File: config.mk
export PLATFORM = sky130hd
export DESIGN_NAME = keyboard_scan_code_decoder_unit
export DESIGN_NICKNAME = d
export VERILOG_FILES = /design/src/hdl/kscd_pkg.sv /design/src/hdl/kscd_keymap.sv /design/src/hdl/kscd_decode.sv /design/src/hdl/keyboard_scan_code_decoder_unit.sv
export SDC_FILE = /design/constraint.sdc
export NUM_CORES = 1
export LEC_CHECK = 0
export ABC_AREA = 0
export ABC_CLOCK_PERIOD_IN_PS = 3940
export BUFFER_PORTS_ARGS = -buffer_cell sky130_fd_sc_hd__buf_2
export CAP_MARGIN = 20
export CORE_MARGIN = 3
export CORE_UTILIZATION = 45
export CTS_CLUSTER_SIZE = 25
export DETAILED_ROUTE_END_ITERATION = 8
export PLACE_DENSITY = 0.76
export SLEW_MARGIN = 20
export SYNTH_ARGS = -nofsm -noshare
export SYNTH_HDL_FRONTEND = slang
export SYNTH_SLANG_ARGS = --single-unit
File: constraint.sdc
create_clock -name clk_i -period 3.94 [get_ports clk_i]
set_input_delay 0.197 -clock clk_i [delete_from_list [all_inputs] [get_ports clk_i]]
set_output_delay 0.197 -clock clk_i [all_outputs]
set_load 0.02 [all_outputs]
File: src/hdl/kscd_pkg.sv
`timescale 1ns / 1ps
// ----------------------------------------------------------------------------
// kscd_pkg
// Shared types, constants and the US character maps for the scan code decoder.
// ----------------------------------------------------------------------------
package kscd_pkg;

  localparam logic [7:0] PREFIX_BYTE = 8'hE0;
  localparam logic [7:0] EXT_OFFSET  = 8'h80;
  localparam logic [6:0] KEY_LSHIFT  = 7'h2A;
  localparam logic [6:0] KEY_RSHIFT  = 7'h36;
  localparam logic [6:0] KEY_CTRL    = 7'h1D;
  localparam logic [6:0] KEY_ALT     = 7'h38;
  localparam logic [6:0] KEY_CAPS    = 7'h3A;
  localparam logic [7:0] MAP_LIMIT   = 8'h58;
  localparam logic [6:0] CASE_BIT    = 7'h20;

  typedef struct packed {
    logic shift;
    logic ctrl;
    logic alt;
    logic caps;
  } mod_flags_t;

  typedef struct packed {
    logic [6:0] ascii_char;
    logic [7:0] key_index;
    logic       key_pressed;
  } key_res_t;

  function automatic logic [6:0] plain_char(input logic [6:0] key);
    logic [6:0] c;
    unique case (key)
      7'h02: c = 7'h31; 7'h03: c = 7'h32; 7'h04: c = 7'h33; 7'h05: c = 7'h34;
      7'h06: c = 7'h35; 7'h07: c = 7'h36; 7'h08: c = 7'h37; 7'h09: c = 7'h38;
      7'h0A: c = 7'h39; 7'h0B: c = 7'h30; 7'h0C: c = 7'h2D; 7'h0D: c = 7'h3D;
      7'h10: c = 7'h71; 7'h11: c = 7'h77; 7'h12: c = 7'h65; 7'h13: c = 7'h72;
      7'h14: c = 7'h74; 7'h15: c = 7'h79; 7'h16: c = 7'h75; 7'h17: c = 7'h69;
      7'h18: c = 7'h6F; 7'h19: c = 7'h70; 7'h1A: c = 7'h5B; 7'h1B: c = 7'h5D;
      7'h1E: c = 7'h61; 7'h1F: c = 7'h73; 7'h20: c = 7'h64; 7'h21: c = 7'h66;
      7'h22: c = 7'h67; 7'h23: c = 7'h68; 7'h24: c = 7'h6A; 7'h25: c = 7'h6B;
      7'h26: c = 7'h6C; 7'h27: c = 7'h3B; 7'h28: c = 7'h27; 7'h29: c = 7'h60;
      7'h2B: c = 7'h5C; 7'h2C: c = 7'h7A; 7'h2D: c = 7'h78; 7'h2E: c = 7'h63;
      7'h2F: c = 7'h76; 7'h30: c = 7'h62; 7'h31: c = 7'h6E; 7'h32: c = 7'h6D;
      7'h33: c = 7'h2C; 7'h34: c = 7'h2E; 7'h35: c = 7'h2F; 7'h39: c = 7'h20;
      default: c = 7'h00;
    endcase
    return c;
  endfunction

  function automatic logic [6:0] shifted_char(input logic [6:0] key);
    logic [6:0] c;
    unique case (key)
      7'h02: c = 7'h21; 7'h03: c = 7'h40; 7'h04: c = 7'h23; 7'h05: c = 7'h24;
      7'h06: c = 7'h25; 7'h07: c = 7'h5E; 7'h08: c = 7'h26; 7'h09: c = 7'h2A;
      7'h0A: c = 7'h28; 7'h0B: c = 7'h29; 7'h0C: c = 7'h5F; 7'h0D: c = 7'h2B;
      7'h10: c = 7'h51; 7'h11: c = 7'h57; 7'h12: c = 7'h45; 7'h13: c = 7'h52;
      7'h14: c = 7'h54; 7'h15: c = 7'h59; 7'h16: c = 7'h55; 7'h17: c = 7'h49;
      7'h18: c = 7'h4F; 7'h19: c = 7'h50; 7'h1A: c = 7'h7B; 7'h1B: c = 7'h7D;
      7'h1E: c = 7'h41; 7'h1F: c = 7'h53; 7'h20: c = 7'h44; 7'h21: c = 7'h46;
      7'h22: c = 7'h47; 7'h23: c = 7'h48; 7'h24: c = 7'h4A; 7'h25: c = 7'h4B;
      7'h26: c = 7'h4C; 7'h27: c = 7'h3A; 7'h28: c = 7'h22; 7'h29: c = 7'h7E;
      7'h2B: c = 7'h7C; 7'h2C: c = 7'h5A; 7'h2D: c = 7'h58; 7'h2E: c = 7'h43;
      7'h2F: c = 7'h56; 7'h30: c = 7'h42; 7'h31: c = 7'h4E; 7'h32: c = 7'h4D;
      7'h33: c = 7'h3C; 7'h34: c = 7'h3E; 7'h35: c = 7'h3F; 7'h39: c = 7'h20;
      default: c = 7'h00;
    endcase
    return c;
  endfunction

endpackage

File: src/hdl/kscd_keymap.sv
`timescale 1ns / 1ps
// ----------------------------------------------------------------------------
// kscd_keymap
// Maps a key number to ASCII through the plain or shifted table, caps applied.
// ----------------------------------------------------------------------------
module kscd_keymap (
  input  logic [7:0] key_i,
  input  logic       shift_i,
  input  logic       caps_i,
  output logic [6:0] ascii_o
);

  logic [6:0] raw_char;
  logic       is_letter;

  always_comb begin
    if (key_i < kscd_pkg::MAP_LIMIT) begin
      raw_char = shift_i ? kscd_pkg::shifted_char(key_i[6:0])
                         : kscd_pkg::plain_char(key_i[6:0]);
    end else begin
      raw_char = 7'h00;
    end
  end

  assign is_letter = ((raw_char >= 7'h61) && (raw_char <= 7'h7A)) ||
                     ((raw_char >= 7'h41) && (raw_char <= 7'h5A));

  assign ascii_o = (caps_i && is_letter) ? (raw_char ^ kscd_pkg::CASE_BIT) : raw_char;

endmodule

File: src/hdl/kscd_decode.sv
`timescale 1ns / 1ps
// ----------------------------------------------------------------------------
// kscd_decode
// Next-state logic for prefix and modifier flags, and the result of one byte.
// ----------------------------------------------------------------------------
module kscd_decode (
  input  logic                   [7:0] scan_byte_i,
  input  logic                         prefix_i,
  input  kscd_pkg::mod_flags_t         flags_i,
  output logic                         prefix_o,
  output kscd_pkg::mod_flags_t         flags_o,
  output kscd_pkg::key_res_t           res_o
);

  logic       is_prefix;
  logic       pressed;
  logic [7:0] key;
  logic [6:0] ascii;

  assign is_prefix = (scan_byte_i == kscd_pkg::PREFIX_BYTE);
  assign pressed   = ~scan_byte_i[7];
  assign key       = {1'b0, scan_byte_i[6:0]} | (prefix_i ? kscd_pkg::EXT_OFFSET : 8'h00);

  always_comb begin
    flags_o = flags_i;
    if (!is_prefix) begin
      priority if ((key == {1'b0, kscd_pkg::KEY_LSHIFT}) ||
                   (key == {1'b0, kscd_pkg::KEY_RSHIFT})) begin
        flags_o.shift = pressed;
      end else if (key == {1'b0, kscd_pkg::KEY_CTRL}) begin
        flags_o.ctrl = pressed;
      end else if (key == {1'b0, kscd_pkg::KEY_ALT}) begin
        flags_o.alt = pressed;
      end else if ((key == {1'b0, kscd_pkg::KEY_CAPS}) && pressed) begin
        flags_o.caps = ~flags_i.caps;
      end else begin
        flags_o = flags_i;
      end
    end
  end

  kscd_keymap u_keymap (
    .key_i   (key),
    .shift_i (flags_o.shift),
    .caps_i  (flags_o.caps),
    .ascii_o (ascii)
  );

  assign prefix_o = is_prefix;

  always_comb begin
    if (is_prefix) begin
      res_o = '0;
    end else begin
      res_o.ascii_char  = pressed ? ascii : 7'h00;
      res_o.key_index   = key;
      res_o.key_pressed = pressed;
    end
  end

endmodule

File: src/hdl/keyboard_scan_code_decoder_unit.sv
`timescale 1ns / 1ps
// ----------------------------------------------------------------------------
// keyboard_scan_code_decoder_unit
// Scan code set 1 byte stream to US ASCII with shift, ctrl, alt and caps state.
// ----------------------------------------------------------------------------
// The result is valid on the output register in the cycle after the input transaction.
// Throughput: 1 byte per cycle while out_ready_i drains the output; the single output register sets this figure.
// Input is taken whenever the output register is empty or being drained.
// Reset: asynchronous, clears prefix, modifier flags and output valid.
module keyboard_scan_code_decoder_unit (
  input  logic       clk_i,
  input  logic       rst_ni,
  input  logic       in_valid_i,
  output logic       in_ready_o,
  input  logic [7:0] scan_byte_i,
  output logic       out_valid_o,
  input  logic       out_ready_i,
  output logic [6:0] ascii_char_o,
  output logic [7:0] key_index_o,
  output logic       key_pressed_o,
  output logic       shift_down_o,
  output logic       ctrl_down_o,
  output logic       alt_down_o,
  output logic       caps_active_o
);

  logic                 prefix_q, prefix_d;
  kscd_pkg::mod_flags_t flags_q, flags_d;
  kscd_pkg::key_res_t   res_q, res_d;
  logic                 out_valid_q;
  logic                 in_fire;

  assign in_ready_o = ~out_valid_q | out_ready_i;
  assign in_fire    = in_valid_i & in_ready_o;

  kscd_decode u_decode (
    .scan_byte_i (scan_byte_i),
    .prefix_i    (prefix_q),
    .flags_i     (flags_q),
    .prefix_o    (prefix_d),
    .flags_o     (flags_d),
    .res_o       (res_d)
  );

  always_ff @(posedge clk_i or negedge rst_ni) begin
    if (!rst_ni) begin
      prefix_q    <= 1'b0;
      flags_q     <= '0;
      out_valid_q <= 1'b0;
    end else begin
      if (in_fire) begin
        prefix_q <= prefix_d;
        flags_q  <= flags_d;
      end
      if (in_fire) begin
        out_valid_q <= 1'b1;
      end else if (out_ready_i) begin
        out_valid_q <= 1'b0;
      end
    end
  end

  always_ff @(posedge clk_i) begin
    if (in_fire) begin
      res_q <= res_d;
    end
  end

  assign out_valid_o   = out_valid_q;
  assign ascii_char_o  = res_q.ascii_char;
  assign key_index_o   = res_q.key_index;
  assign key_pressed_o = res_q.key_pressed;
  assign shift_down_o  = flags_q.shift;
  assign ctrl_down_o   = flags_q.ctrl;
  assign alt_down_o    = flags_q.alt;
  assign caps_active_o = flags_q.caps;

  a_char_needs_make: assert property (@(posedge clk_i) disable iff (!rst_ni)
    (out_valid_o && (ascii_char_o != 7'h00)) |-> (key_pressed_o && !key_index_o[7]))
    else $error("character on a break, prefix or extended transaction");

  a_prefix_latched: assert property (@(posedge clk_i) disable iff (!rst_ni)
    (in_fire && (scan_byte_i == kscd_pkg::PREFIX_BYTE)) |=> prefix_q)
    else $error("prefix not held after prefix transaction");

  a_caps_toggle: assert property (@(posedge clk_i) disable iff (!rst_ni)
    (in_fire && !prefix_q && (scan_byte_i == {1'b0, kscd_pkg::KEY_CAPS}))
      |=> (flags_q.caps != $past(flags_q.caps)))
    else $error("caps lock did not toggle");

endmodule
==> run_results.csv <==
group,metric,value,unit
outcome,status,"complete, no violations",
global_routing,grt_pass1_wl,10700,um
synthesis,syn_nets,309,
clocking,clockBufferDepth,2,
detailed_routing,drcViolationCount,0,
clocking,cts-resized-gates,0,
synthesis,synth.largest_area_cell,"edfxtp_1",
synthesis,ys_seq_area_share,26.57,%
power,swShare,31.95,%
global_routing,gr-usage-all-layers,21.34,%
detailed_routing,topRoutingLayerUsed,"met4",
job,max_cap_violations,0,
timing,max_freq,346.0,MHz
detailed_routing,wl_met2,2933,um
clocking,cts_inserted_buffers,3,
synthesis,synthesis.area,2374,um2
synthesis,ys_warn_count,0,
global_routing,antenna_found_initial,0,
critical_path,critical_path_required,3930,ps
power,p_per_area,273.8,nW/um2
synthesis,synthFlopType,"edfxtp_1",
detailed_routing,wl_met3,522,um
timing,rsz0062_at_grt,"false",
clocking,cts_sinks,22,
synthesis,async_reset_ff_share,27.27,%
power,p_leak,1.017,nW
detailed_routing,drt-met1-wl,2802,um
floorplan,die_x,78.63,um
clocking,htreeDepth,1,
detailed_routing,vias,2327,
floorplan,core,4911,um2
synthesis,postSynthCellCount,285,
power,finalPower,0.7063,mW
floorplan,io_pins,34,
power,clockPowerShare,28.8,%
synthesis,ys_top_cells_by_count,"nor2_1 (28), nand2_1 (19), edfxtp_1 (16), o21ai_0 (15)",
placed_design,hpwl,4653,um
global_routing,grt_pass1_vias,2211,
cells_and_area,area_growth,8.698,%
detailed_routing,vias_per_cell,6.341,
synthesis,avgSynthCellArea,8.328,um2
critical_path,critPathMaxFanout,15,
timing,tightestPinTransition,878.0,ps
synthesis,synthTopCellsByArea,"edfxtp_1 (20%), dfrtp_1 (6.3%), ha_1 (6.3%)",
power,combPwrFrac,33.2,%
synthesis,synthSimpleGateAreaFrac,26.46,%
placed_design,globalplace.congestion,0.9596,
synthesis,ys_types,70,
timing,fin_setup_tns,0,ps
cells_and_area,drive_above_1_share,20.33,%
timing,setup_viol,0,
synthesis,netlist.area_leader.share,20.24,%
detailed_routing,wl_per_cell,17.80,um
synthesis,yosys_register_bits,22,
floorplan,initial_core_util,48.33,%
clocking,cts_tree,"yes",
power,p_switching,0.2256,mW
synthesis,yosys.cell_count.top_type,"nor2_1",
timing,final_hold_viol_count,0,
clocking,cts.clk_slew.worst_paths,80,ps
timing,drv_slew,0,
floorplan,die_area,6182,um2
clocking,cts_setup_buffers,0,
detailed_routing,ant_nets,0,
floorplan,rows,25,
critical_path,crit_arrival,2880,ps
synthesis,synth_xor_area_share,1.476,%
synthesis,synth_edf_count,16,
power,p_int,0.4807,mW
global_routing,grt_max_degree,55,
hold_path,min_path_type,"in2reg",
cells_and_area,instances_no_fill,367,
power,pwr-share-seq,38.0,%
floorplan,die_y,78.63,um
cells_and_area,finalNetCount,325,
detailed_routing,first_pass_iters,5,
placed_design,dp_cells,362,
timing,skew,7.301,ps
synthesis,synthMuxAreaShare,4.059,%
synthesis,synth_compound_area_share,27.83,%
detailed_routing,drt_iter0_drc,269,
timing,post-route-min-period,2890,ps
timing,slew_headroom,41.47,%
critical_path,path_class,"in2reg",
power,vdd_ir_drop_max,0.1597,mV
placed_design,portBuffers,33,
critical_path,start_kind,"input port",
critical_path,cp-end-kind,"flop",
cells_and_area,final_core_util,52.54,%
synthesis,synth_top_family_by_area,"compound AO/OA/AOI/OAI gates",
cells_and_area,num_antenna_cells,0,
detailed_routing,wirelength,6534,um
clocking,insertion_delay,260,ps
global_routing,grt_remaining_overflow,0,
synthesis,yosys.area_share.adder,6.326,%
timing,period_share,73.35,%
clocking,root_buffer,"clkbuf_8",
-- logic make-up after synthesis --
kind of cell,after synthesis
and+or+nand+nor,116
AOI/OAI and AO/OA,89
buffers and inverters,33
DFF,22
adders and majority gates,12
muxes,9
xor gates and xnor gates,4
-- path summary, 6_finish.rpt --
kind	start	endpoint	slack, ps	depth (start not counted)
max in group asynchronous	rst_ni	ctrl_down_o	3510	2
worst min register to register	ctrl_down_o	ctrl_down_o	490	1
worst min-delay path	in_valid_i	out_valid_o	150	2
worst max register to register	prefix_q	ascii_char_o[5]	1300	8
worst max-delay path	scan_byte_i[0]	ascii_char_o[5]	1050	11
min in group asynchronous	rst_ni	alt_down_o	290	2
-- cell type report --
type / instances / area (um2)
multi-input combinational: 230 / 1570
clock inverter: 1 / 30.03
sequential: 22 / 630.6
inverter: 7 / 26.28
tap: 67 / 83.83
timing repair buffer: 37 / 197.7
fill: 449 / 2331
clock buffer: 3 / 41.29
-- registers in the layout, summed over array words and instances, names as in the netlist --
register       cells
shift_down_o       1
ascii_char_o       7
alt_down_o         1
prefix_q           1
ctrl_down_o        1
key_pressed_o      1
out_valid_o        1
key_index_o        8
caps_active_o      1
-- power groups by stage --
stage | Clock (mW) | Combinational, mW | Sequential, mW
after detailed placement | 0 | 0.226 | 0.273
after global placement | 0 | 0.225 | 0.273
after CTS | 0.207 | 0.229 | 0.268
final | 0.203 | 0.235 | 0.268
after floorplan | 0 | 0.155 | 0.291
after global routing | 0.216 | 0.254 | 0.270
-- critical path, stage by stage --
cell and delay (ps):
buf_2 200, inv_1 230, ha_1 380, and4bb_4 320, a31oi_2 110, o22ai_2 320, nor3_1 120, o211a_1 240
a221oi_1 400, o32ai_2 150, nand4bb_1 210
-- what timing repair did --
item | 4_1_cts | 5_1_grt
hold buffers | 1 | 0
setup endpoints to repair | 0 | 0
endpoints found under the hold margin | 6 | 0
-- per-stage QoR --
stage | instance area [um2] | hold WS [ps] | setup slack [ps]
floorplan | 2374 | -98.59 | 1369
global placement | 2499 | 23.11 | 927.1
detailed placement | 2499 | 25.18 | 875.5
CTS | 2580 | 146.7 | 1110
global route | 2580 | 146.0 | 903.9
finish | 2580 | 148.1 | 1050
-- placed cells by master, fill, tap and decap left out, drive strengths merged, types with 3 or more instances in the layout --
cell    netlist  final
a221oi        4      4
nor2b        11     11
dfrtp         6      6
a21oi        12     12
and3          3      3
o211ai        8      8
o21ai        18     18
or2           5      5
nand2b       12     12
nand3        10     10
mux2          5      5
nor4          3      3
a211o         4      4
nor3          7      7
edfxtp       16     16
buf          18     36
nor2         28     28
mux2i         4      4
and2          3      3
nand2        20     20
inv           6      6
nor3b         6      6
a31oi         7      7
xnor2         3      3
clkbuf        8      3
ha           12     12
a21o          3      3
a211oi        6      6
-- per-layer routing --
| layer | vias up | global-route usage (%) |
|---|---|---|
| li1 | 1095 | - |
| met1 | 1082 | 29.24 |
| met2 | 126 | 32.43 |
| met3 | 24 | 3.899 |
| met4 | 0 | 9.790 |
| met5 | - | 0 |
No activity file was read; power rests on OpenSTA's default activity.
